<file path="config.mk">
export PLATFORM = sky130hd
export DESIGN_NAME = dynamic_priority_scheduler
export DESIGN_NICKNAME = d
export VERILOG_FILES = /design/src/hdl/dps_pkg.sv /design/src/hdl/dps_ram.sv /design/src/hdl/dps_ctrl.sv /design/src/hdl/dynamic_priority_scheduler.sv
export SDC_FILE = /design/constraint.sdc
export NUM_CORES = 1
export LEC_CHECK = 0
export ABC_AREA = 1
export BUFFER_PORTS_ARGS = -buffer_cell sky130_fd_sc_hd__clkbuf_2
export CAP_MARGIN = 30
export CORE_MARGIN = 4
export CORE_UTILIZATION = 45
export CTS_CLUSTER_SIZE = 14
export DETAILED_ROUTE_END_ITERATION = 10
export MAX_ROUTING_LAYER = met4
export PLACE_DENSITY = 0.7
export SLEW_MARGIN = 20
export SYNTH_ARGS = -nofsm -noshare
export SYNTH_HDL_FRONTEND = slang
export SYNTH_SLANG_ARGS = --single-unit
</file>
<file path="constraint.sdc">
create_clock -name clk -period 4.3 [get_ports clk]
set_input_delay 0.645 -clock clk [delete_from_list [all_inputs] [get_ports clk]]
set_output_delay 0.645 -clock clk [all_outputs]
set_load 0.01 [all_outputs]
</file>
<file path="src/hdl/dps_pkg.sv">
// package: queue sizing, item and entry types, status codes, controller states
`timescale 1ns / 1ps
package dps_pkg;

  localparam int QUEUE_DEPTH = 16;
  localparam int IDX_W       = $clog2(QUEUE_DEPTH);
  localparam int CNT_W       = $clog2(QUEUE_DEPTH + 1);
  localparam int ENTRY_W     = 24;

  typedef enum logic [0:0] {
    REQ_ADD  = 1'b0,
    REQ_TICK = 1'b1
  } req_t;

  typedef enum logic [2:0] {
    ST_ADDED    = 3'd0,
    ST_FULL     = 3'd1,
    ST_ZERO_RUN = 3'd2,
    ST_REQUEUED = 3'd3,
    ST_FINISHED = 3'd4,
    ST_EMPTY    = 3'd5
  } status_t;

  typedef struct packed {
    req_t              req_type;
    logic [7:0]        task_id;
    logic [7:0]        run_time;
    logic signed [7:0] priority_req;
  } in_item_t;

  typedef struct packed {
    status_t    status;
    logic [7:0] ran_id;
    logic [4:0] queue_count;
  } out_item_t;

  // one ready queue slot: priority on top, then remaining ticks, then id
  typedef struct packed {
    logic signed [7:0] prio;
    logic [7:0]        rem;
    logic [7:0]        id;
  } entry_t;

  typedef enum logic [2:0] {
    S_IDLE,
    S_HEAD,
    S_WALK,
    S_PLACE,
    S_RESP
  } state_t;

  // circular buffer slot of a position counted from the head
  function automatic logic [IDX_W-1:0] phys_idx(input logic [IDX_W-1:0] head,
                                               input logic [IDX_W-1:0] off);
    logic [IDX_W:0] s;
    s = {1'b0, head} + {1'b0, off};
    if (s >= (IDX_W + 1)'(QUEUE_DEPTH)) begin
      s = s - (IDX_W + 1)'(QUEUE_DEPTH);
    end
    return s[IDX_W-1:0];
  endfunction

endpackage

</file>
<file path="src/hdl/dps_ram.sv">
// simple dual-port ram, one write and one registered read per cycle
`timescale 1ns / 1ps
module dps_ram #(
  parameter int DEPTH = 16,
  parameter int WIDTH = 24
) (
  input  logic                     clk,
  input  logic                     we,
  input  logic [$clog2(DEPTH)-1:0] waddr,
  input  logic [WIDTH-1:0]         wdata,
  input  logic [$clog2(DEPTH)-1:0] raddr,
  output logic [WIDTH-1:0]         rdata
);

  logic [WIDTH-1:0] mem [DEPTH];

  always_ff @(posedge clk) begin
    if (we) begin
      mem[waddr] <= wdata;
    end
  end

  always_ff @(posedge clk) begin
    rdata <= mem[raddr];
  end

endmodule

</file>
<file path="src/hdl/dps_ctrl.sv">
// queue controller: head pop and tail-to-head insertion walk over the ram
`timescale 1ns / 1ps
module dps_ctrl
  import dps_pkg::*;
(
  input  logic      clk,
  input  logic      rst_n,
  input  logic      in_valid,
  output logic      in_ready,
  input  in_item_t  in_data,
  output logic      res_valid,
  input  logic      res_ready,
  output out_item_t res_data
);

  state_t            state_r, state_nxt;
  logic [IDX_W-1:0]  head_r, head_nxt;
  logic [CNT_W-1:0]  count_r, count_nxt;
  logic [IDX_W-1:0]  k_r, k_nxt;
  entry_t            new_r, new_nxt;
  status_t           status_r, status_nxt;
  logic [7:0]        ran_r, ran_nxt;

  logic              mem_we;
  logic [IDX_W-1:0]  mem_waddr;
  entry_t            mem_wdata;
  logic [IDX_W-1:0]  mem_raddr;
  entry_t            mem_rdata;

  logic              accept;
  logic [7:0]        head_rem_dec;
  logic signed [7:0] head_prio_dec;
  logic [CNT_W-1:0]  cnt_dec;
  logic              walk_stop;

  dps_ram #(
    .DEPTH (QUEUE_DEPTH),
    .WIDTH (ENTRY_W)
  ) u_ram (
    .clk   (clk),
    .we    (mem_we),
    .waddr (mem_waddr),
    .wdata (mem_wdata),
    .raddr (mem_raddr),
    .rdata (mem_rdata)
  );

  assign accept        = in_valid && in_ready;
  assign head_rem_dec  = mem_rdata.rem - 8'd1;
  // priority saturates at its minimum
  assign head_prio_dec = (mem_rdata.prio == 8'sh80) ? mem_rdata.prio
                                                    : mem_rdata.prio - 8'sd1;
  assign cnt_dec       = count_r - 1'b1;
  assign walk_stop     = $signed(mem_rdata.prio) >= $signed(new_r.prio);

  // next state
  always_comb begin
    state_nxt = state_r;
    unique case (state_r)
      S_IDLE: begin
        if (accept) begin
          if (in_data.req_type == REQ_ADD) begin
            if (in_data.run_time == 8'd0 || count_r == CNT_W'(QUEUE_DEPTH) ||
                count_r == '0) begin
              state_nxt = S_RESP;
            end else begin
              state_nxt = S_WALK;
            end
          end else if (count_r == '0) begin
            state_nxt = S_RESP;
          end else begin
            state_nxt = S_HEAD;
          end
        end
      end
      S_HEAD: begin
        if (head_rem_dec == 8'd0 || cnt_dec == '0) begin
          state_nxt = S_RESP;
        end else begin
          state_nxt = S_WALK;
        end
      end
      S_WALK: begin
        if (walk_stop) begin
          state_nxt = S_RESP;
        end else if (k_r == '0) begin
          state_nxt = S_PLACE;
        end
      end
      S_PLACE: state_nxt = S_RESP;
      S_RESP: begin
        if (res_ready) begin
          state_nxt = S_IDLE;
        end
      end
      default: state_nxt = S_IDLE;
    endcase
  end

  // outputs, ram port and datapath
  always_comb begin
    in_ready   = (state_r == S_IDLE);
    res_valid  = (state_r == S_RESP);
    mem_we     = 1'b0;
    mem_waddr  = head_r;
    mem_wdata  = new_r;
    mem_raddr  = head_r;
    head_nxt   = head_r;
    count_nxt  = count_r;
    k_nxt      = k_r;
    new_nxt    = new_r;
    status_nxt = status_r;
    ran_nxt    = ran_r;
    unique case (state_r)
      S_IDLE: begin
        if (accept) begin
          ran_nxt = 8'd0;
          if (in_data.req_type == REQ_ADD) begin
            new_nxt.prio = in_data.priority_req;
            new_nxt.rem  = in_data.run_time;
            new_nxt.id   = in_data.task_id;
            if (in_data.run_time == 8'd0) begin
              status_nxt = ST_ZERO_RUN;
            end else if (count_r == CNT_W'(QUEUE_DEPTH)) begin
              status_nxt = ST_FULL;
            end else if (count_r == '0) begin
              status_nxt   = ST_ADDED;
              mem_we       = 1'b1;
              mem_waddr    = head_r;
              mem_wdata.prio = in_data.priority_req;
              mem_wdata.rem  = in_data.run_time;
              mem_wdata.id   = in_data.task_id;
              count_nxt    = count_r + 1'b1;
            end else begin
              status_nxt = ST_ADDED;
              k_nxt      = IDX_W'(cnt_dec);
              mem_raddr  = phys_idx(head_r, IDX_W'(cnt_dec));
            end
          end else if (count_r == '0) begin
            status_nxt = ST_EMPTY;
          end else begin
            mem_raddr = head_r;
          end
        end
      end
      S_HEAD: begin
        ran_nxt   = mem_rdata.id;
        head_nxt  = phys_idx(head_r, IDX_W'(1));
        count_nxt = cnt_dec;
        if (head_rem_dec == 8'd0) begin
          status_nxt = ST_FINISHED;
        end else begin
          status_nxt   = ST_REQUEUED;
          new_nxt.prio = head_prio_dec;
          new_nxt.rem  = head_rem_dec;
          new_nxt.id   = mem_rdata.id;
          if (cnt_dec == '0) begin
            mem_we         = 1'b1;
            mem_waddr      = head_nxt;
            mem_wdata.prio = head_prio_dec;
            mem_wdata.rem  = head_rem_dec;
            mem_wdata.id   = mem_rdata.id;
            count_nxt      = count_r;
          end else begin
            k_nxt     = IDX_W'(cnt_dec - 1'b1);
            mem_raddr = phys_idx(head_nxt, IDX_W'(cnt_dec - 1'b1));
          end
        end
      end
      S_WALK: begin
        mem_we    = 1'b1;
        mem_waddr = phys_idx(head_r, k_r + 1'b1);
        if (walk_stop) begin
          mem_wdata = new_r;
          count_nxt = count_r + 1'b1;
        end else begin
          // shift this entry one slot toward the tail, read the next one up
          mem_wdata = mem_rdata;
          if (k_r != '0) begin
            k_nxt     = k_r - 1'b1;
            mem_raddr = phys_idx(head_r, k_r - 1'b1);
          end
        end
      end
      S_PLACE: begin
        mem_we    = 1'b1;
        mem_waddr = head_r;
        mem_wdata = new_r;
        count_nxt = count_r + 1'b1;
      end
      S_RESP: begin
      end
      default: begin
      end
    endcase
  end

  always_ff @(posedge clk) begin
    if (!rst_n) begin
      state_r <= S_IDLE;
      head_r  <= '0;
      count_r <= '0;
    end else begin
      state_r <= state_nxt;
      head_r  <= head_nxt;
      count_r <= count_nxt;
    end
  end

  always_ff @(posedge clk) begin
    k_r      <= k_nxt;
    new_r    <= new_nxt;
    status_r <= status_nxt;
    ran_r    <= ran_nxt;
  end

  assign res_data.status      = status_r;
  assign res_data.ran_id      = ran_r;
  assign res_data.queue_count = 5'(count_r);

  a_count_bound: assert property (@(posedge clk) disable iff (!rst_n)
    count_r <= CNT_W'(QUEUE_DEPTH))
    else $error("queue count above depth");

  a_walk_in_range: assert property (@(posedge clk) disable iff (!rst_n)
    (state_r == S_WALK) |-> (CNT_W'(k_r) < count_r && count_r < CNT_W'(QUEUE_DEPTH)))
    else $error("insertion walk outside the occupied range");

  a_accept_leaves_idle: assert property (@(posedge clk) disable iff (!rst_n)
    accept |=> (state_r != S_IDLE))
    else $error("accepted beat did not start work");

  a_idle_count_stable: assert property (@(posedge clk) disable iff (!rst_n)
    (state_r == S_IDLE && !accept) |=> $stable(count_r))
    else $error("queue count moved while idle");

endmodule

</file>
<file path="src/hdl/dynamic_priority_scheduler.sv">
// top level: priority ready queue controller with a registered result stage
`timescale 1ns / 1ps
// Priority scheduler with aging. The input channel (in_valid/in_ready/in_data)
// takes one request per beat: an add request inserts a task behind every
// queued task of equal or higher priority; a tick pops the head task, lowers
// its remaining ticks and its priority (saturating at -128) and requeues it
// if ticks remain. Every request yields exactly one result beat on the
// output channel (out_valid/out_ready/out_data): status, id of the task that
// ran, and the queue occupancy after the request.
// Steps: rejected requests and adds into an empty queue go straight to the
// result; a tick first pops the head and requeues a task with ticks left,
// into an empty queue directly, else by the insertion walk (tail toward
// head), which writes the task behind the first entry of equal or higher
// priority, or at the head. The walk does one ram read and one ram write
// per cycle; one request is worked on at a time and the next is taken in
// the cycle after the previous result reaches the output register.
// Reset empties the queue; the ram contents need no clearing. A stalled
// receiver holds the result register; the next request is still accepted
// and worked on, and its result waits until the register frees up.
module dynamic_priority_scheduler
  import dps_pkg::*;
(
  input  logic      clk,
  input  logic      rst_n,
  input  logic      in_valid,
  output logic      in_ready,
  input  in_item_t  in_data,
  output logic      out_valid,
  input  logic      out_ready,
  output out_item_t out_data
);

  logic      res_valid;
  logic      res_ready;
  out_item_t res_data;
  logic      out_valid_r;
  out_item_t out_data_r;

  dps_ctrl u_ctrl (
    .clk       (clk),
    .rst_n     (rst_n),
    .in_valid  (in_valid),
    .in_ready  (in_ready),
    .in_data   (in_data),
    .res_valid (res_valid),
    .res_ready (res_ready),
    .res_data  (res_data)
  );

  assign res_ready = !out_valid_r || out_ready;

  always_ff @(posedge clk) begin
    if (!rst_n) begin
      out_valid_r <= 1'b0;
    end else if (res_valid && res_ready) begin
      out_valid_r <= 1'b1;
    end else if (out_ready) begin
      out_valid_r <= 1'b0;
    end
  end

  always_ff @(posedge clk) begin
    if (res_valid && res_ready) begin
      out_data_r <= res_data;
    end
  end

  assign out_valid = out_valid_r;
  assign out_data  = out_data_r;

endmodule
</file>
==> reports/results.ini <==
[run_status]
status=finished, final reports clean

[sta]
tightestPinTransition_ns=0.872
max_freq_ghz=0.250
slew_headroom_pct=41.7
finalClockSkew_ns=0.0283
post-route-min-period_ns=4.00
fin_tns_setup_ns=0
rsz0062_at_grt=false
min_period_over_period_pct=92.9
drv_slew=0
finalSetupViolCount=0
finalHoldViolCount=0

[detailed_routing]
first_pass_iters=6
drt-wirelength-per-cell_microns=20.2
via_count=16564
drtIter0Drc=1795
drcViolationCount=0
vias_per_cell=5.51
routed_wl_mm=60.5
ant_nets=0

[worst_setup_path]
r2r_end=u_ctrl.u_ram.mem[0][23]$_DFFE_PP_
crit_arrival_ns=4.21
cp.required_ns=4.52
worst_setup_path_start_kind=flop
endpoint=u_ctrl.u_ram.mem[0][23]$_DFFE_PP_
r2r_slack_ns=0.30
critPathKind=flop to flop
r2r_start=u_ctrl.u_ram.rdata[8]$_DFF_P_
crit_path_max_fanout=24
endpoint_kind=flop
rr_worst_depth=18
startpoint=u_ctrl.u_ram.rdata[8]$_DFF_P_

[global_routing]
grt-busiest-layer=met2
grt_remaining_overflow=0
use_met3_pct=2.84
grt_max_degree=142
grt_pass1_wl_mm=93.4
met2_usage_pct=36.5
grt_pass1_vias=15564
antenna_found_initial=0
gr-usage-met1_pct=31.0
track_usage_pct=23.1

[die]
fp.dieW_microns=231
start_util_pct=45.7
io_pins=47
die_area_sq_um=53500
rows=81
core-area_sq_um=49200
die_h_microns=231

[place]
dp_hpwl_mm=37.6
gp_congestion=0.935
port_buffers=46

[logic_synthesis]
synth_warnings=0
async_flop_share_pct=0
synth_edf_count=439
synthFlopType=edfxtp_1
netlist_area_sq_um=22500
syn_nets=2321
synth.distinct_cells=47
ys_seq_area_share_pct=62.0
yosys_register_bits=476
avgSynthCellArea_sq_um=9.94
syn_inst=2258

[worst_hold_path]
hold_class=primary input to flop

[clocking]
clockBufferDepth=3
h-tree-depth=2
clkLatencyLatePin_ns=0.61
post_cts_buffers=0
clock_sink_count=476
numCtsBuffers=49
clockRootBuffer=clkbuf_16
cts_tree=done
clk_pin_slew_ns=0.06

[job]
maxCapViolCount=0

[cells_and_area]
final.fill_count=4255
fin_nets=2362
area_growth_pct=12.8
drive_gt1_share_pct=9.79
antenna-diode-count=0

cells in the mapped netlist, drive strengths merged (9+ instances only):
| library cell | number | area (sq um) |
|---|---|---|
| nor2 | 86 | 354 |
| ha | 30 | 375 |
| a21oi | 33 | 165 |
| nand3b | 48 | 360 |
| nand2 | 474 | 1790 |
| o21ai | 76 | 388 |
| inv | 346 | 1300 |
| buf | 76 | 435 |
| nand3 | 472 | 2380 |
| xor2 | 18 | 158 |
| nand4 | 9 | 62.6 |
| dfxtp | 37 | 741 |
| edfxtp | 439 | 13200 |
| clkbuf | 42 | 158 |
sequential cells by signal (all words and copies together) (netlist names), 3 cells and up:
| signal | cells |
|---|---|
| u_ctrl.u_ram.mem | 384 |
| u_ctrl.status_r | 3 |
| out_data | 16 |
| u_ctrl.count_r | 5 |
| u_ctrl.new_r | 24 |
| u_ctrl.u_ram.rdata | 24 |
| u_ctrl.k_r | 4 |
| u_ctrl.head_r | 4 |
| u_ctrl.state_r | 3 |
| u_ctrl.ran_r | 8 |
cells in the final DEF, fill, tap and decap left out, drive strengths merged, types with 5 or more instances in the layout:
cell type / netlist / routed
a22oi: 8 / 8
xnor2: 7 / 7
ha: 30 / 30
nor2: 86 / 86
clkinv: 2 / 18
o211ai: 5 / 5
buf: 76 / 62
clkbuf: 42 / 114
nand3b: 48 / 48
nand4: 9 / 9
inv: 346 / 349
a21oi: 33 / 33
o2111ai: 5 / 5
xor2: 18 / 18
nand3: 472 / 472
a211oi: 8 / 8
a221oi: 8 / 8
dfxtp: 37 / 37
nand2: 474 / 474
o21ai: 76 / 76
edfxtp: 439 / 439
worst max-delay path, cell delays in order (launching register included):
cell and delay [ns]:
dfxtp_1 0.33, inv_1 0.14, ha_1 0.24, nand2_1 0.11
nor2_1 0.16, nand2_1 0.07, nand2_1 0.06, nand2_1 0.09
nor2_2 0.16, nand2_1 0.14, nand2_1 0.19, inv_1 0.13
nand2_1 0.08, nand2_1 0.05, nand3_1 0.06, nand3_1 0.07
o21ai_0 0.30, nand2_1 0.42, nor2_4 0.79
per-layer routing:
layer  vias to the layer above  wire (microns)
li1                       7710               -
met3                       113            4960
met5                         -               0
met4                         0            2060
met2                       757           28600
met1                      7984           25000
cells by family after synthesis:
| family | Yosys count | share of synthesized area, % |
|---|---|---|
| and+or+nand+nor | 1097 | 22.3 |
| DFF | 476 | 62.0 |
| buffers and inverters | 466 | 8.46 |
| AOI/OAI and AO/OA | 160 | 4.25 |
| adders and majority gates | 34 | 2.03 |
| xor gates and xnor gates | 25 | 0.975 |
area by class of cell:
cell class	count	area [sq um]	share of cell area, %
clock buffer	68	1320	5.20
clock inverter	24	239	0.944
inverter	348	1310	5.16
multi-input combinational	1316	6810	26.9
sequential	476	13900	55.0
tap	664	831	3.28
timing repair buffer	108	883	3.49
what timing repair did:
action,in CTS,in global routing
endpoints found under the setup margin,0,11
hold buffers,0,0
resized for setup,0,1
metrics by stage:
| stage | hold WS (ns) | std cells | area [sq um] | setup WS (ns) | util, % |
|---|---|---|---|---|---|
| 4_1_cts | 0.331 | 3004 | 25300 | 0.392 | 51.5 |
| 2_1_floorplan | 0.400 | 2258 | 22500 | 0.641 | - |
| 3_3_place_gp | 0.401 | 2912 | 23800 | 0.489 | 48.3 |
| 3_5_place_dp | 0.405 | 2912 | 23800 | 0.437 | 48.3 |
| 5_1_grt | 0.360 | 3004 | 25300 | 0.0894 | 51.5 |
| 6_report | 0.363 | 3004 | 25300 | 0.303 | 51.5 |
worst min path at each step:
stage	startpoint	endpoint	depth (start not counted)
global placement	u_ctrl.ran_r[5]$_SDFFCE_PN0P_	out_data[10]$_DFFE_PP_	0
finish	in_data[17]	u_ctrl.new_r[1]$_DFFE_PP_	3
floorplan	u_ctrl.ran_r[5]$_SDFFCE_PN0P_	out_data[10]$_DFFE_PP_	0
detailed placement	u_ctrl.ran_r[7]$_SDFFCE_PN0P_	out_data[12]$_DFFE_PP_	0
global route	in_data[17]	u_ctrl.new_r[1]$_DFFE_PP_	3
CTS	in_data[18]	u_ctrl.new_r[2]$_DFFE_PP_	3
Power is left out: the tool's default activity adds up to more than one toggle a clock period on the data nets, which glitch-free logic cannot reach.
